==> src/hw/rtl/lpcf_pkg.sv <==
// Shared types and constants for the length-prefixed chunk framer.
// No dependencies; imported by every module of the block.
package lpcf_pkg;

    // request codes carried in the input tuser
    localparam logic [1:0] REQ_WRITE = 2'd0;
    localparam logic [1:0] REQ_FLUSH = 2'd1;
    localparam logic [1:0] REQ_CLOSE = 2'd2;

    localparam int BYTE_W        = 8;
    localparam int REQ_W         = 2;
    localparam int FILL_W        = 8;   // fill level and chunk length, 0..255
    localparam int LANES         = 8;   // bytes per output word
    localparam int LANE_W        = 3;
    localparam int OUT_W         = LANES * BYTE_W;
    localparam int CNT_W         = 4;   // 1..8 valid lanes
    localparam int TOT_W         = 9;   // bytes of one emission, up to 257
    localparam int WIDX_W        = 6;   // word index, up to 32
    localparam int QDEPTH        = 4;
    localparam int CHUNK_MAX_DEF = 255;

    // one command from front to back: optional emission, then optional store
    typedef struct packed {
        logic [FILL_W-1:0] emit_len;   // buffered bytes to send, 0 for none
        logic              term;       // append zero terminator byte
        logic              store_en;   // store a data byte afterwards
        logic [FILL_W-1:0] store_idx;
        logic [BYTE_W-1:0] store_byte;
    } t_cmd;

endpackage

==> src/hw/rtl/lpcf_fifo.sv <==
// Small command queue between the framer front and back.
// Depends on lpcf_pkg for the command type and queue depth.
module lpcf_fifo
    import lpcf_pkg::*;
(
    input  logic i_clk,
    input  logic i_rst_n,
    input  logic i_push,
    input  t_cmd i_cmd,
    output logic o_full,
    input  logic i_pop,
    output logic o_valid,
    output t_cmd o_cmd
);

    localparam int PTR_W = $clog2(QDEPTH);

    t_cmd               r_buf [QDEPTH];
    logic [PTR_W-1:0]   r_wptr, n_wptr;
    logic [PTR_W-1:0]   r_rptr, n_rptr;
    logic [PTR_W:0]     r_cnt, n_cnt;

    assign o_full  = (r_cnt == (PTR_W+1)'(QDEPTH));
    assign o_valid = (r_cnt != '0);
    assign o_cmd   = r_buf[r_rptr];

    // pointer and occupancy update
    always_comb begin
        n_wptr = r_wptr;
        n_rptr = r_rptr;
        n_cnt  = r_cnt;
        if (i_push) begin
            n_wptr = r_wptr + 1'b1;
        end
        if (i_pop) begin
            n_rptr = r_rptr + 1'b1;
        end
        if (i_push && !i_pop) begin
            n_cnt = r_cnt + 1'b1;
        end else if (!i_push && i_pop) begin
            n_cnt = r_cnt - 1'b1;
        end
    end

    always_ff @(posedge i_clk) begin
        if (!i_rst_n) begin
            r_wptr <= '0;
            r_rptr <= '0;
            r_cnt  <= '0;
        end else begin
            r_wptr <= n_wptr;
            r_rptr <= n_rptr;
            r_cnt  <= n_cnt;
        end
    end

    // entry storage, no reset needed
    always_ff @(posedge i_clk) begin
        if (i_push) begin
            r_buf[r_wptr] <= i_cmd;
        end
    end

endmodule

==> src/hw/rtl/lpcf_front.sv <==
// Framer front: accepts requests, tracks the fill level, issues commands.
// Depends on lpcf_pkg for request codes and the command type.
module lpcf_front
    import lpcf_pkg::*;
#(
    parameter int CHUNK_MAX = CHUNK_MAX_DEF
) (
    input  logic              i_clk,
    input  logic              i_rst_n,
    input  logic              i_s_tvalid,
    output logic              o_s_tready,
    input  logic [BYTE_W-1:0] i_s_tdata,   // data_byte
    input  logic [REQ_W-1:0]  i_s_tuser,   // req_type
    input  logic              i_q_full,
    output logic              o_push,
    output t_cmd              o_cmd
);

    localparam logic [FILL_W-1:0] LP_CMAX = FILL_W'(CHUNK_MAX);

    logic [FILL_W-1:0] r_fill, n_fill;
    logic              acc;
    logic              need;

    assign o_s_tready = !i_q_full;
    assign acc        = i_s_tvalid && !i_q_full;

    // classify the request into an emission and/or a store
    always_comb begin
        o_cmd            = '0;
        o_cmd.store_byte = i_s_tdata;
        n_fill           = r_fill;
        need             = 1'b0;
        case (i_s_tuser)
            REQ_WRITE: begin
                need           = 1'b1;
                o_cmd.store_en = 1'b1;
                if (r_fill >= LP_CMAX) begin
                    o_cmd.emit_len  = r_fill;
                    o_cmd.store_idx = '0;
                    n_fill          = FILL_W'(1);
                end else begin
                    o_cmd.store_idx = r_fill;
                    n_fill          = r_fill + 1'b1;
                end
            end
            REQ_FLUSH: begin
                need           = (r_fill != '0);
                o_cmd.emit_len = r_fill;
                n_fill         = '0;
            end
            REQ_CLOSE: begin
                need           = 1'b1;
                o_cmd.emit_len = r_fill;
                o_cmd.term     = 1'b1;
                n_fill         = '0;
            end
            default: begin
                // unused code: no effect
                need = 1'b0;
            end
        endcase
    end

    assign o_push = acc && need;

    always_ff @(posedge i_clk) begin
        if (!i_rst_n) begin
            r_fill <= '0;
        end else if (acc) begin
            r_fill <= n_fill;
        end
    end

    a_fill_bound: assert property (@(posedge i_clk) disable iff (!i_rst_n)
        r_fill <= LP_CMAX)
        else $error("fill level above chunk limit");

endmodule

==> src/hw/rtl/lpcf_back.sv <==
// Framer back: holds the chunk store and streams out packed chunk words.
// Depends on lpcf_pkg for the command type and word geometry.
module lpcf_back
    import lpcf_pkg::*;
#(
    parameter int CHUNK_MAX = CHUNK_MAX_DEF
) (
    input  logic             i_clk,
    input  logic             i_rst_n,
    input  logic             i_q_valid,
    input  t_cmd             i_q_cmd,
    output logic             o_q_pop,
    output logic             o_m_tvalid,
    input  logic             i_m_tready,
    output logic [OUT_W-1:0] o_m_tdata,   // out_bytes
    output logic [CNT_W-1:0] o_m_tuser,   // out_count
    output logic             o_m_tlast    // last_word
);

    localparam int ROWS  = (CHUNK_MAX + LANES - 1) / LANES;
    localparam int ROW_W = (ROWS > 1) ? $clog2(ROWS) : 1;

    // chunk store, one row holds eight bytes
    logic [OUT_W-1:0]  r_mem [ROWS];
    logic [OUT_W-1:0]  r_row;
    logic [BYTE_W-1:0] r_prev7;

    // emission sequencer
    logic              r_busy;
    logic [FILL_W-1:0] r_len;
    logic [TOT_W-1:0]  r_tot;
    logic [WIDX_W-1:0] r_w;
    logic              r_store_pend;
    logic [FILL_W-1:0] r_sidx;
    logic [BYTE_W-1:0] r_sbyte;

    // read stage
    logic              r_rd_valid;
    logic [WIDX_W-1:0] r_rd_w;
    logic [FILL_W-1:0] r_rd_len;
    logic [CNT_W-1:0]  r_rd_cnt;
    logic              r_rd_last;

    // output register
    logic              r_out_valid;
    logic [OUT_W-1:0]  r_out_data;
    logic [CNT_W-1:0]  r_out_cnt;
    logic              r_out_last;

    logic              pop_emit;
    logic              fire_b;
    logic              issue;
    logic [TOT_W-1:0]  rem;
    logic              iss_last;
    logic [CNT_W-1:0]  iss_cnt;
    logic [ROW_W-1:0]  rd_row;
    logic              wr_en;
    logic [FILL_W-1:0] wr_idx;
    logic [BYTE_W-1:0] wr_byte;
    logic [TOT_W-1:0]  new_tot;
    logic [OUT_W-1:0]  n_word;

    assign o_q_pop  = !r_busy && i_q_valid;
    assign pop_emit = (i_q_cmd.emit_len != '0) || i_q_cmd.term;
    assign fire_b   = r_rd_valid && (!r_out_valid || i_m_tready);
    assign issue    = r_busy && (!r_rd_valid || fire_b);

    // word accounting for the word being issued
    assign rem      = r_tot - {r_w, 3'b000};
    assign iss_last = (rem <= TOT_W'(LANES));
    assign iss_cnt  = iss_last ? rem[CNT_W-1:0] : CNT_W'(LANES);
    assign rd_row   = (r_w < WIDX_W'(ROWS)) ? r_w[ROW_W-1:0] : '0;

    always_comb begin
        new_tot = '0;
        if (i_q_cmd.emit_len != '0) begin
            new_tot = {1'b0, i_q_cmd.emit_len} + 1'b1;
        end
        new_tot = new_tot + {{(TOT_W-1){1'b0}}, i_q_cmd.term};
    end

    // store write: right away, or after the last read of a pending emission
    always_comb begin
        wr_en   = 1'b0;
        wr_idx  = i_q_cmd.store_idx;
        wr_byte = i_q_cmd.store_byte;
        if (o_q_pop && !pop_emit && i_q_cmd.store_en) begin
            wr_en = 1'b1;
        end else if (issue && iss_last && r_store_pend) begin
            wr_en   = 1'b1;
            wr_idx  = r_sidx;
            wr_byte = r_sbyte;
        end
    end

    always_ff @(posedge i_clk) begin
        if (wr_en) begin
            r_mem[wr_idx[ROW_W+2:3]][wr_idx[LANE_W-1:0]*BYTE_W +: BYTE_W] <= wr_byte;
        end
        if (issue) begin
            r_row <= r_mem[rd_row];
        end
    end

    // sequencer control
    always_ff @(posedge i_clk) begin
        if (!i_rst_n) begin
            r_busy       <= 1'b0;
            r_store_pend <= 1'b0;
            r_rd_valid   <= 1'b0;
        end else begin
            if (o_q_pop && pop_emit) begin
                r_busy       <= 1'b1;
                r_store_pend <= i_q_cmd.store_en;
            end else if (issue && iss_last) begin
                r_busy       <= 1'b0;
                r_store_pend <= 1'b0;
            end
            if (issue) begin
                r_rd_valid <= 1'b1;
            end else if (fire_b) begin
                r_rd_valid <= 1'b0;
            end
        end
    end

    always_ff @(posedge i_clk) begin
        if (o_q_pop && pop_emit) begin
            r_len   <= i_q_cmd.emit_len;
            r_tot   <= new_tot;
            r_w     <= '0;
            r_sidx  <= i_q_cmd.store_idx;
            r_sbyte <= i_q_cmd.store_byte;
        end else if (issue) begin
            r_w <= r_w + 1'b1;
        end
        if (issue) begin
            r_rd_w    <= r_w;
            r_rd_len  <= r_len;
            r_rd_cnt  <= iss_cnt;
            r_rd_last <= iss_last;
        end
        if (fire_b) begin
            r_prev7 <= r_row[OUT_W-1 -: BYTE_W];
        end
    end

    // lane assembly: length byte, payload, then zeros (terminator included)
    always_comb begin
        logic [TOT_W-1:0] j;
        logic [TOT_W-1:0] len9;
        n_word = '0;
        len9   = {1'b0, r_rd_len};
        for (int k = 0; k < LANES; k++) begin
            j = {r_rd_w, 3'b000} + TOT_W'(k);
            if ((r_rd_len != '0) && (j == '0)) begin
                n_word[k*BYTE_W +: BYTE_W] = r_rd_len;
            end else if ((j != '0) && (j <= len9)) begin
                if (k == 0) begin
                    n_word[k*BYTE_W +: BYTE_W] = r_prev7;
                end else begin
                    n_word[k*BYTE_W +: BYTE_W] = r_row[(k-1)*BYTE_W +: BYTE_W];
                end
            end
        end
    end

    // output register
    always_ff @(posedge i_clk) begin
        if (!i_rst_n) begin
            r_out_valid <= 1'b0;
        end else if (fire_b) begin
            r_out_valid <= 1'b1;
        end else if (i_m_tready) begin
            r_out_valid <= 1'b0;
        end
    end

    always_ff @(posedge i_clk) begin
        if (fire_b) begin
            r_out_data <= n_word;
            r_out_cnt  <= r_rd_cnt;
            r_out_last <= r_rd_last;
        end
    end

    assign o_m_tvalid = r_out_valid;
    assign o_m_tdata  = r_out_data;
    assign o_m_tuser  = r_out_cnt;
    assign o_m_tlast  = r_out_last;

    a_cnt_range: assert property (@(posedge i_clk) disable iff (!i_rst_n)
        o_m_tvalid |-> (o_m_tuser != '0) && (o_m_tuser <= CNT_W'(LANES)))
        else $error("output byte count out of range");

    a_wr_during_emit: assert property (@(posedge i_clk) disable iff (!i_rst_n)
        (wr_en && r_busy) |-> (issue && iss_last))
        else $error("store written while a chunk is still being read");

    a_rd_hold: assert property (@(posedge i_clk) disable iff (!i_rst_n)
        (r_rd_valid && !fire_b) |=> r_rd_valid)
        else $error("read stage dropped a word");

    a_pop_idle: assert property (@(posedge i_clk) disable iff (!i_rst_n)
        o_q_pop |-> !r_busy && !r_store_pend)
        else $error("command taken while emission in progress");

endmodule

==> src/hw/rtl/length_prefixed_chunk_framer.sv <==
// Length-prefixed chunk framer. Write requests are accepted one per cycle while the
// command queue has room. With the back idle, an emitting request passes the queue, the
// sequencer, the read stage and the output register, and then one word per cycle follows
// while the receiver is ready (ceil(bytes/8) words, at most 33), paced by the single row
// read port of the chunk store. Synchronous active-low reset clears the fill level, the
// queue and all valid flags; the chunk store is not cleared and needs no clearing pass.
module length_prefixed_chunk_framer
    import lpcf_pkg::*;
#(
    parameter int CHUNK_MAX = CHUNK_MAX_DEF
) (
    input  logic             i_clk,
    input  logic             i_rst_n,
    input  logic             i_s_tvalid,
    output logic             o_s_tready,
    input  logic [BYTE_W-1:0] i_s_tdata,  // data_byte
    input  logic [REQ_W-1:0] i_s_tuser,   // req_type
    output logic             o_m_tvalid,
    input  logic             i_m_tready,
    output logic [OUT_W-1:0] o_m_tdata,   // out_bytes
    output logic [CNT_W-1:0] o_m_tuser,   // out_count
    output logic             o_m_tlast    // last_word
);

    logic q_full;
    logic q_push;
    t_cmd q_in;
    logic q_pop;
    logic q_valid;
    t_cmd q_out;

    // request classification and fill tracking
    lpcf_front #(
        .CHUNK_MAX (CHUNK_MAX)
    ) u_front (
        .i_clk      (i_clk),
        .i_rst_n    (i_rst_n),
        .i_s_tvalid (i_s_tvalid),
        .o_s_tready (o_s_tready),
        .i_s_tdata  (i_s_tdata),
        .i_s_tuser  (i_s_tuser),
        .i_q_full   (q_full),
        .o_push     (q_push),
        .o_cmd      (q_in)
    );

    // command queue
    lpcf_fifo u_fifo (
        .i_clk   (i_clk),
        .i_rst_n (i_rst_n),
        .i_push  (q_push),
        .i_cmd   (q_in),
        .o_full  (q_full),
        .i_pop   (q_pop),
        .o_valid (q_valid),
        .o_cmd   (q_out)
    );

    // chunk store and word emission
    lpcf_back #(
        .CHUNK_MAX (CHUNK_MAX)
    ) u_back (
        .i_clk      (i_clk),
        .i_rst_n    (i_rst_n),
        .i_q_valid  (q_valid),
        .i_q_cmd    (q_out),
        .o_q_pop    (q_pop),
        .o_m_tvalid (o_m_tvalid),
        .i_m_tready (i_m_tready),
        .o_m_tdata  (o_m_tdata),
        .o_m_tuser  (o_m_tuser),
        .o_m_tlast  (o_m_tlast)
    );

endmodule

==> config.mk <==
export PLATFORM = sky130hd
export DESIGN_NAME = length_prefixed_chunk_framer
export DESIGN_NICKNAME = d
export VERILOG_FILES = /design/src/hw/rtl/lpcf_pkg.sv /design/src/hw/rtl/lpcf_fifo.sv /design/src/hw/rtl/lpcf_front.sv /design/src/hw/rtl/lpcf_back.sv /design/src/hw/rtl/length_prefixed_chunk_framer.sv
export SDC_FILE = /design/constraint.sdc
export NUM_CORES = 2
export LEC_CHECK = 0
export BUFFER_PORTS_ARGS = -buffer_cell sky130_fd_sc_hd__buf_4
export CAP_MARGIN = 15
export CORE_MARGIN = 2
export CORE_UTILIZATION = 25
export DETAILED_ROUTE_END_ITERATION = 6
export SLEW_MARGIN = 20
export SYNTH_ARGS = -nofsm -noshare
export SYNTH_HDL_FRONTEND = slang
export SYNTH_SLANG_ARGS = --single-unit
==> constraint.sdc <==
create_clock -name i_clk -period 8.34 [get_ports i_clk]
set_input_delay 0.834 -clock i_clk [delete_from_list [all_inputs] [get_ports i_clk]]
set_output_delay 0.834 -clock i_clk [all_outputs]
set_load 0.05 [all_outputs]
# Word-level counts from Yosys, hierarchy flattened
# Memories as Yosys holds them, arrays and structs flattened. A register that Yosys moved wholly into a read port is not among the register bits.
# Index checks and enable logic that the tools add are counted.
# word_totals
latchBits	0
ramBits	2152
elab_cells	170
n_memories	2
mem_bits_ro	0
reg_bits	154
out_inout_bits	71
in_bits	14
# classes
mux	47
shifts	2
n_bitwise	0
n_reduce_logical	67
multipliers	0
order_cmp	11
n_div	0
eq_ne	3
n_addsub	17
# mem_list
memory	depth	word_bits	rd	rd_clocked_by_memory_dff	write_ports	line_no	source
u_back.r_mem	32	64	1	1	1	lpcf_back.sv:24	logic [OUT_W-1:0] r_mem [ROWS];
u_fifo.r_buf	4	26	1	1	1	lpcf_fifo.sv:18	t_cmd r_buf [QDEPTH];
# op_table
operator	count
2-to-1 mux 8 bit	23
<= comparator 9 x 8 -> 1 bit	8
logical NOT 9 bit	8
nonzero test 9 bit	8
2-to-1 mux 64 bit	1
variable shift 8 x 34 -> 64 bit, first input constant	1
indexed part select 8 x 34 -> 64 bit	1
adder 9 x 3 -> 9 bit, second input constant	4
negation 6 -> 34 bit	1
case mux 8 bit (2 select lines)	2
logical AND 1 bit	28
nonzero test 8 bit	3
adder 9 x 2 -> 9 bit, second input constant	2
2-to-1 mux 9 bit	2
2-to-1 mux 1 bit	13
nonzero test 2 bit	5
adder 8 x 1 -> 9 bit, second input constant	1
adder 9 x 1 -> 9 bit	1
adder 9 x 1 -> 9 bit, second input constant	1
<= comparator 9 x 4 -> 1 bit, second input constant	1
subtractor 9 bit	1
adder 8 x 1 -> 8 bit, second input constant	1
greater-or-equal comparator 8 bit, second input constant	1
logical NOT 1 bit	7
17 further kinds	23

# Logic depth before layout (Yosys ltp)
# depth
depth_word	12
ltp_mapped	24
mapped_depth_nobuf	19

# By module
# A second synthesis with hierarchy kept.
# hier_totals
cells_unflattened	5452
hier_area_um2	95091.2
# by_module_without_submodules
module	cells_each	seq_area_each_um2	n_inst	area_per_inst_um2
lpcf_back	5178	67494.7	1	90095.2
lpcf_fifo	179	3303.2	1	4244.1
lpcf_front	95	160.2	1	752.0

# Least setup slack after synthesis
# OpenSTA, ideal clock, no wires.
# synth_timing
kind	input-to-reg
startpoint	in i_m_tready
endpoint	mem u_back.r_mem[0][57] (netlist bit), data pin
path_buffers	2
arrival_ns	6.740
path_slack_ns	1.155
setup_time_ns	0.445
path_stages	11
required_ns	7.895
path_cell_list	nor2b_1 a21oi_2 o211ai_4 nor3_2 buf_4 mux2_2 inv_1 ha_1 ha_1 clkbuf_1 nor3_1
# synth_via
elab_chain_len	10
word_cells_on_any_way	12
cone_classes	add/sub: 1; shift: 1; mux: 4; reduce/logical: 6
# synth_rtl
element	line_no	source
start: declaration	length_prefixed_chunk_framer.sv:19	input logic i_m_tready,
logical OR 1 bit *	lpcf_back.sv:65	assign fire_b = r_rd_valid && (!r_out_valid || i_m_tready);
logical AND 1 bit *	lpcf_back.sv:65	
logical OR 1 bit *	lpcf_back.sv:66	assign issue = r_busy && (!r_rd_valid || fire_b);
logical AND 1 bit *	lpcf_back.sv:66	
via u_back.issue	lpcf_back.sv:52	logic issue;
logical AND 1 bit * (2 in series)	lpcf_back.sv:89	end else if (issue && iss_last && r_store_pend) begin
2-to-1 mux 8 bit	lpcf_back.sv:89	
2-to-1 mux 8 bit	lpcf_back.sv:87	if (o_q_pop && !pop_emit && i_q_cmd.store_en) begin
negation 6 -> 34 bit	lpcf_back.sv:98	r_mem[wr_idx[ROW_W+2:3]][wr_idx[LANE_W-1:0]*BYTE_W +: BYTE_W] <= wr_byte;
indexed part select 8 x 34 -> 64 bit *	lpcf_back.sv:98	
end: declaration	lpcf_back.sv:24	
# Mark *: on every way through the listed nets, which the timed path passes. The rest lies on a longest branch.

# Worst setup path after layout
# layout_timing
startpoint	reg u_back.r_w[0]
endpoint	mem u_back.r_mem[20][33] (netlist bit), enable pin
# layout_via
elab_chain_len	9
word_cells_on_any_way	12
cone_classes	add/sub: 2; order compare: 1; shift: 1; mux: 6; reduce/logical: 2
# layout_rtl
element	line_no	source
start: declaration	lpcf_back.sv:32	logic [WIDX_W-1:0] r_w;
start signal: assignment	lpcf_back.sv:135	r_w <= r_w + 1'b1;
subtractor 9 bit *	lpcf_back.sv:69	assign rem = r_tot - {r_w, 3'b000};
<= comparator 9 x 4 -> 1 bit *	lpcf_back.sv:70	assign iss_last = (rem <= TOT_W'(LANES));
logical AND 1 bit * (2 in series)	lpcf_back.sv:89	
2-to-1 mux 8 bit	lpcf_back.sv:89	
2-to-1 mux 8 bit	lpcf_back.sv:87	
negation 6 -> 34 bit	lpcf_back.sv:98	
variable shift 8 x 34 -> 64 bit	lpcf_back.sv:98	
2-to-1 mux 64 bit (implied by the code)	lpcf_back.sv:98	
# Every way passes the cells marked *; elsewhere a longest branch is shown, timed or not.

==> metrics.txt <==
outcome=finished clean; Post-Route WL=approximately 260,000 um; Placed Instance Area=100,400 sq um; largest net degree at the start of global routing=~150; die width=615.0 um; Remaining DRCs=0; DRT Pass-1 Iters=6; Synth Register Bits=between 2,000 and 2,500; Async SR Flop Fraction=0%; slowest stage delay, CP=slightly above 0.8 ns; PnR worst setup slack=roughly 1.6 ns; clock root buffer=clkbuf_16; GRT Util Overall=13.43%; period utilization=80.64%; CTS tree=yes; Worst Hold Class=in2reg; Post-CTS Setup Repair Bufs=0; top layer in use=met5; Post-Place Worst Slack=~1.8 ns; Setup CP Type=reg2reg; placer congestion estimate=between 0.8 and 0.9; fin area=between 100,000 and 150,000 sq um; Post-Syn Area per Cell=around 18 sq um; post-route setup TNS=0 ns; RSZ-0062 raised after global routing=false; Syn Inst Count=5,326; I/O Buffers=84; Clock Tree Buf Depth=4; maxcap violations=0; fin nets=5,505; total CTS buffers=227; Leak=~0.033 uW; Final Power=approximately 32,000 uW; startpoint type of the worst setup path=register; vias in the first global route=~51,000; DRT iter0 DRCs=5,710; Fmax achieved=approximately 150 MHz; H-tree levels=4; R2R Setup Slk=~1.6 ns; max-slew violation count=0; Routed Antenna Nets=0; clock sinks=2,372; Distinct cells, synth=72; ys flop type=edfxtp_1; wire length on met2=128,100 um; Req. time, crit path=between 8 and 9 ns; CP max stage cell=dfxtp_4; core area=~370,000 sq um; Die Ht=615.0 um; via/cell ratio=4.804; total grt overflow=0; minimum clock period after layout=between 6 and 7 ns; RR Startpoint=u_back.r_w[0]; Initial Util=between 20% and 30%; layout cell share with drive strength beyond 1=~18%; cells resized by post-CTS repair=0; met3 wire length=20,800 um; Worst Hold Launch=i_s_tdata[0]; I/O pin count=85; wl on met1=100,300 um; synth warn=0; first-pass GRT wire length=374,600 um; sequential area share after synthesis=about three quarters; # hold bufs at CTS=0; Layout area overhead=15.41%; CP Max Fanout=45; CP most frequent cell=ha_1; vias=50,946; dpl hpwl=between 150,000 and 200,000 um; final setup fails=0; Power Dens Cells=approximately 290 nW/um^2; synthesized netlist net count=between 5,000 and 6,000; VDD IR max=around 220 uV; crit path capture type=register; EDFF count, synth=about 2,300; post-DR wirelength/cell=roughly 25 um; ordered list of cells on the worst path=ha_1 > inv_1 > fa_1 > and2_2 > o32a_1 > o22ai_2 > a311oi_4 > nor3_2 > buf_4 > mux2_2 > inv_1 > ha_1 > ha_1 > nor2_1 > nand2_1 > a2111oi_0 > a31oi_1 > or2_2 > nor2_1; initial antenna violation count=15; Setup Skew=approximately 0.075 ns; row cnt=approximately 220; die area=378,300 sq um; Slew @ Worst Pin=approximately 1.2 ns; Final Hold Vio Count=0; Mapped Area=between 90,000 and 100,000 sq um; beginning of the critical path=u_back.r_w[0]; max_slew headroom=between 10% and 20%; CP arrival=~7 ns; Clock transition at path regs=around 0.070 ns; clk_lat worst skew=between 0.8 and 0.9 ns
## path summary, 6_finish.rpt
kind              depth (start not counted)                   end
setup / recovery                         19  u_back.r_mem[20][33]
hold reg to reg                           0    u_back.r_rd_len[0]
setup reg to reg                         19  u_back.r_mem[20][33]
hold / removal                            1    u_fifo.r_buf[0][0]
## through the flow
step	util, %	hold slack [ns]	std cells
3_3_place_gp	26.99	0.4030	10200
4_1_cts	28.95	0.1233	10602
2_1_floorplan	-	0.4003	5326
3_5_place_dp	26.99	0.4045	10200
5_1_grt	28.97	0.1363	10604
6_report	28.97	0.1757	10605
## logic make-up after synthesis
logic type	Yosys count	share of synthesized area (%)
mux	493	9.513
flops	2372	76.02
fa+ha+maj	33	0.4584
xor+xnor	21	0.2051
simple gates	1381	6.619
buf+inv	355	1.690
compound gates	671	5.496
## power breakdown
group	switching [uW]	leakage, uW	internal (uW)
Sequential	296	0.0219	14200
Combinational	4720	0.00790	2020
Clock	4470	0.00351	5800
Total	9480	0.0333	22000
## synth_stat cells, types with 7 or more instances
| master | instances | area [sq um] |
|---|---|---|
| mux2i_1 | 175 | 1752 |
| nand3b_1 | 10 | 75.07 |
| nand3_1 | 174 | 870.8 |
| nand2_1 | 486 | 1824 |
| buf_6 | 19 | 214.0 |
| clkbuf_1 | 197 | 739.5 |
| a211oi_1 | 93 | 698.2 |
| and2_1 | 59 | 369.1 |
| buf_4 | 11 | 82.58 |
| nand4_1 | 14 | 87.58 |
| o22ai_1 | 96 | 600.6 |
| inv_1 | 29 | 108.9 |
| buf_1 | 57 | 214.0 |
| o22ai_2 | 33 | 412.9 |
| o21ai_0 | 67 | 335.3 |
| and3_1 | 9 | 56.30 |
| o221ai_1 | 192 | 1682 |
| nor3_1 | 46 | 230.2 |
| nor2b_1 | 38 | 237.7 |
| o21a_1 | 13 | 97.59 |
| mux4_2 | 315 | 7094 |
| o211ai_1 | 17 | 127.6 |
| a21oi_1 | 42 | 210.2 |
| a21o_1 | 19 | 142.6 |
| a22o_1 | 8 | 70.07 |
| xor2_1 | 7 | 61.31 |
| dfxtp_1 | 27 | 540.5 |
| a31oi_1 | 18 | 112.6 |
| o31ai_1 | 33 | 247.7 |
| buf_2 | 40 | 200.2 |
| ha_1 | 31 | 387.9 |
| a211o_1 | 14 | 122.6 |
| xnor2_1 | 13 | 113.9 |
| nor4_4 | 11 | 234.0 |
| edfxtp_1 | 2345 | 70420 |
| nor2_1 | 484 | 1817 |
| nand2b_1 | 20 | 125.1 |
## final cells by class
type                       instances  area [sq um]
timing repair buffer             228          1819
tap                             4972          6221
sequential                      2372         70970
clock buffer                     267          5852
inverter                          30         115.1
multi-input combinational       2599         21320
fill                           36332        264200
antenna                            2         5.005
clock inverter                   135          1436
## sequential cells by signal (all words and copies together), names as in the netlist, 2 cells and up, named ones only
name and count:
u_back.o_m_tuser 4, u_fifo.r_wptr 2, u_fifo.r_rptr 2, u_back.r_w 6, u_back.r_prev7 8, u_back.r_tot 9
u_back.r_sidx 8, u_fifo.r_buf 104, u_back.r_rd_len 8, u_front.r_fill 8, u_back.r_rd_w 6, u_back.r_rd_cnt 4
u_back.r_len 8, u_back.r_mem 2048, u_back.o_m_tdata 64, u_back.r_row 64, u_fifo.r_cnt 3, u_back.r_sbyte 8
## cell usage in the layout, fill, tap and decap left out, drive strengths merged, types with 20 or more instances in the layout
cell,count
ha,31
nor3,47
clkinv,80
inv,44
mux4,315
a21oi,46
o221ai,192
dfxtp,27
mux2i,175
edfxtp,2345
o211ai,20
nand3,174
nor2b,38
buf,228
nor2,484
a211oi,95
and2,60
nand2b,20
bufinv,25
o21ai,75
clkbuf,267
o31ai,33
o22ai,129
nand2,486
## worst max-delay path: cells and delay by family (launching register included)
family | cells | cell delay (ns)
DFF | 1 | 0.83
and+or+nand+nor | 6 | 2.18
buffers and inverters | 3 | 0.45
AOI/OAI and AO/OA | 5 | 1.37
muxes | 1 | 0.25
adders and majority gates | 4 | 1.18
## layer usage
layer | vias to the layer above | global-route usage [%]
met4 | 4 | 6.587
li1 | 21463 | -
met2 | 2446 | 22.57
met1 | 26543 | 16.78
met5 | - | 0
met3 | 490 | 2.180
No activity file was read; power rests on OpenSTA's default activity.
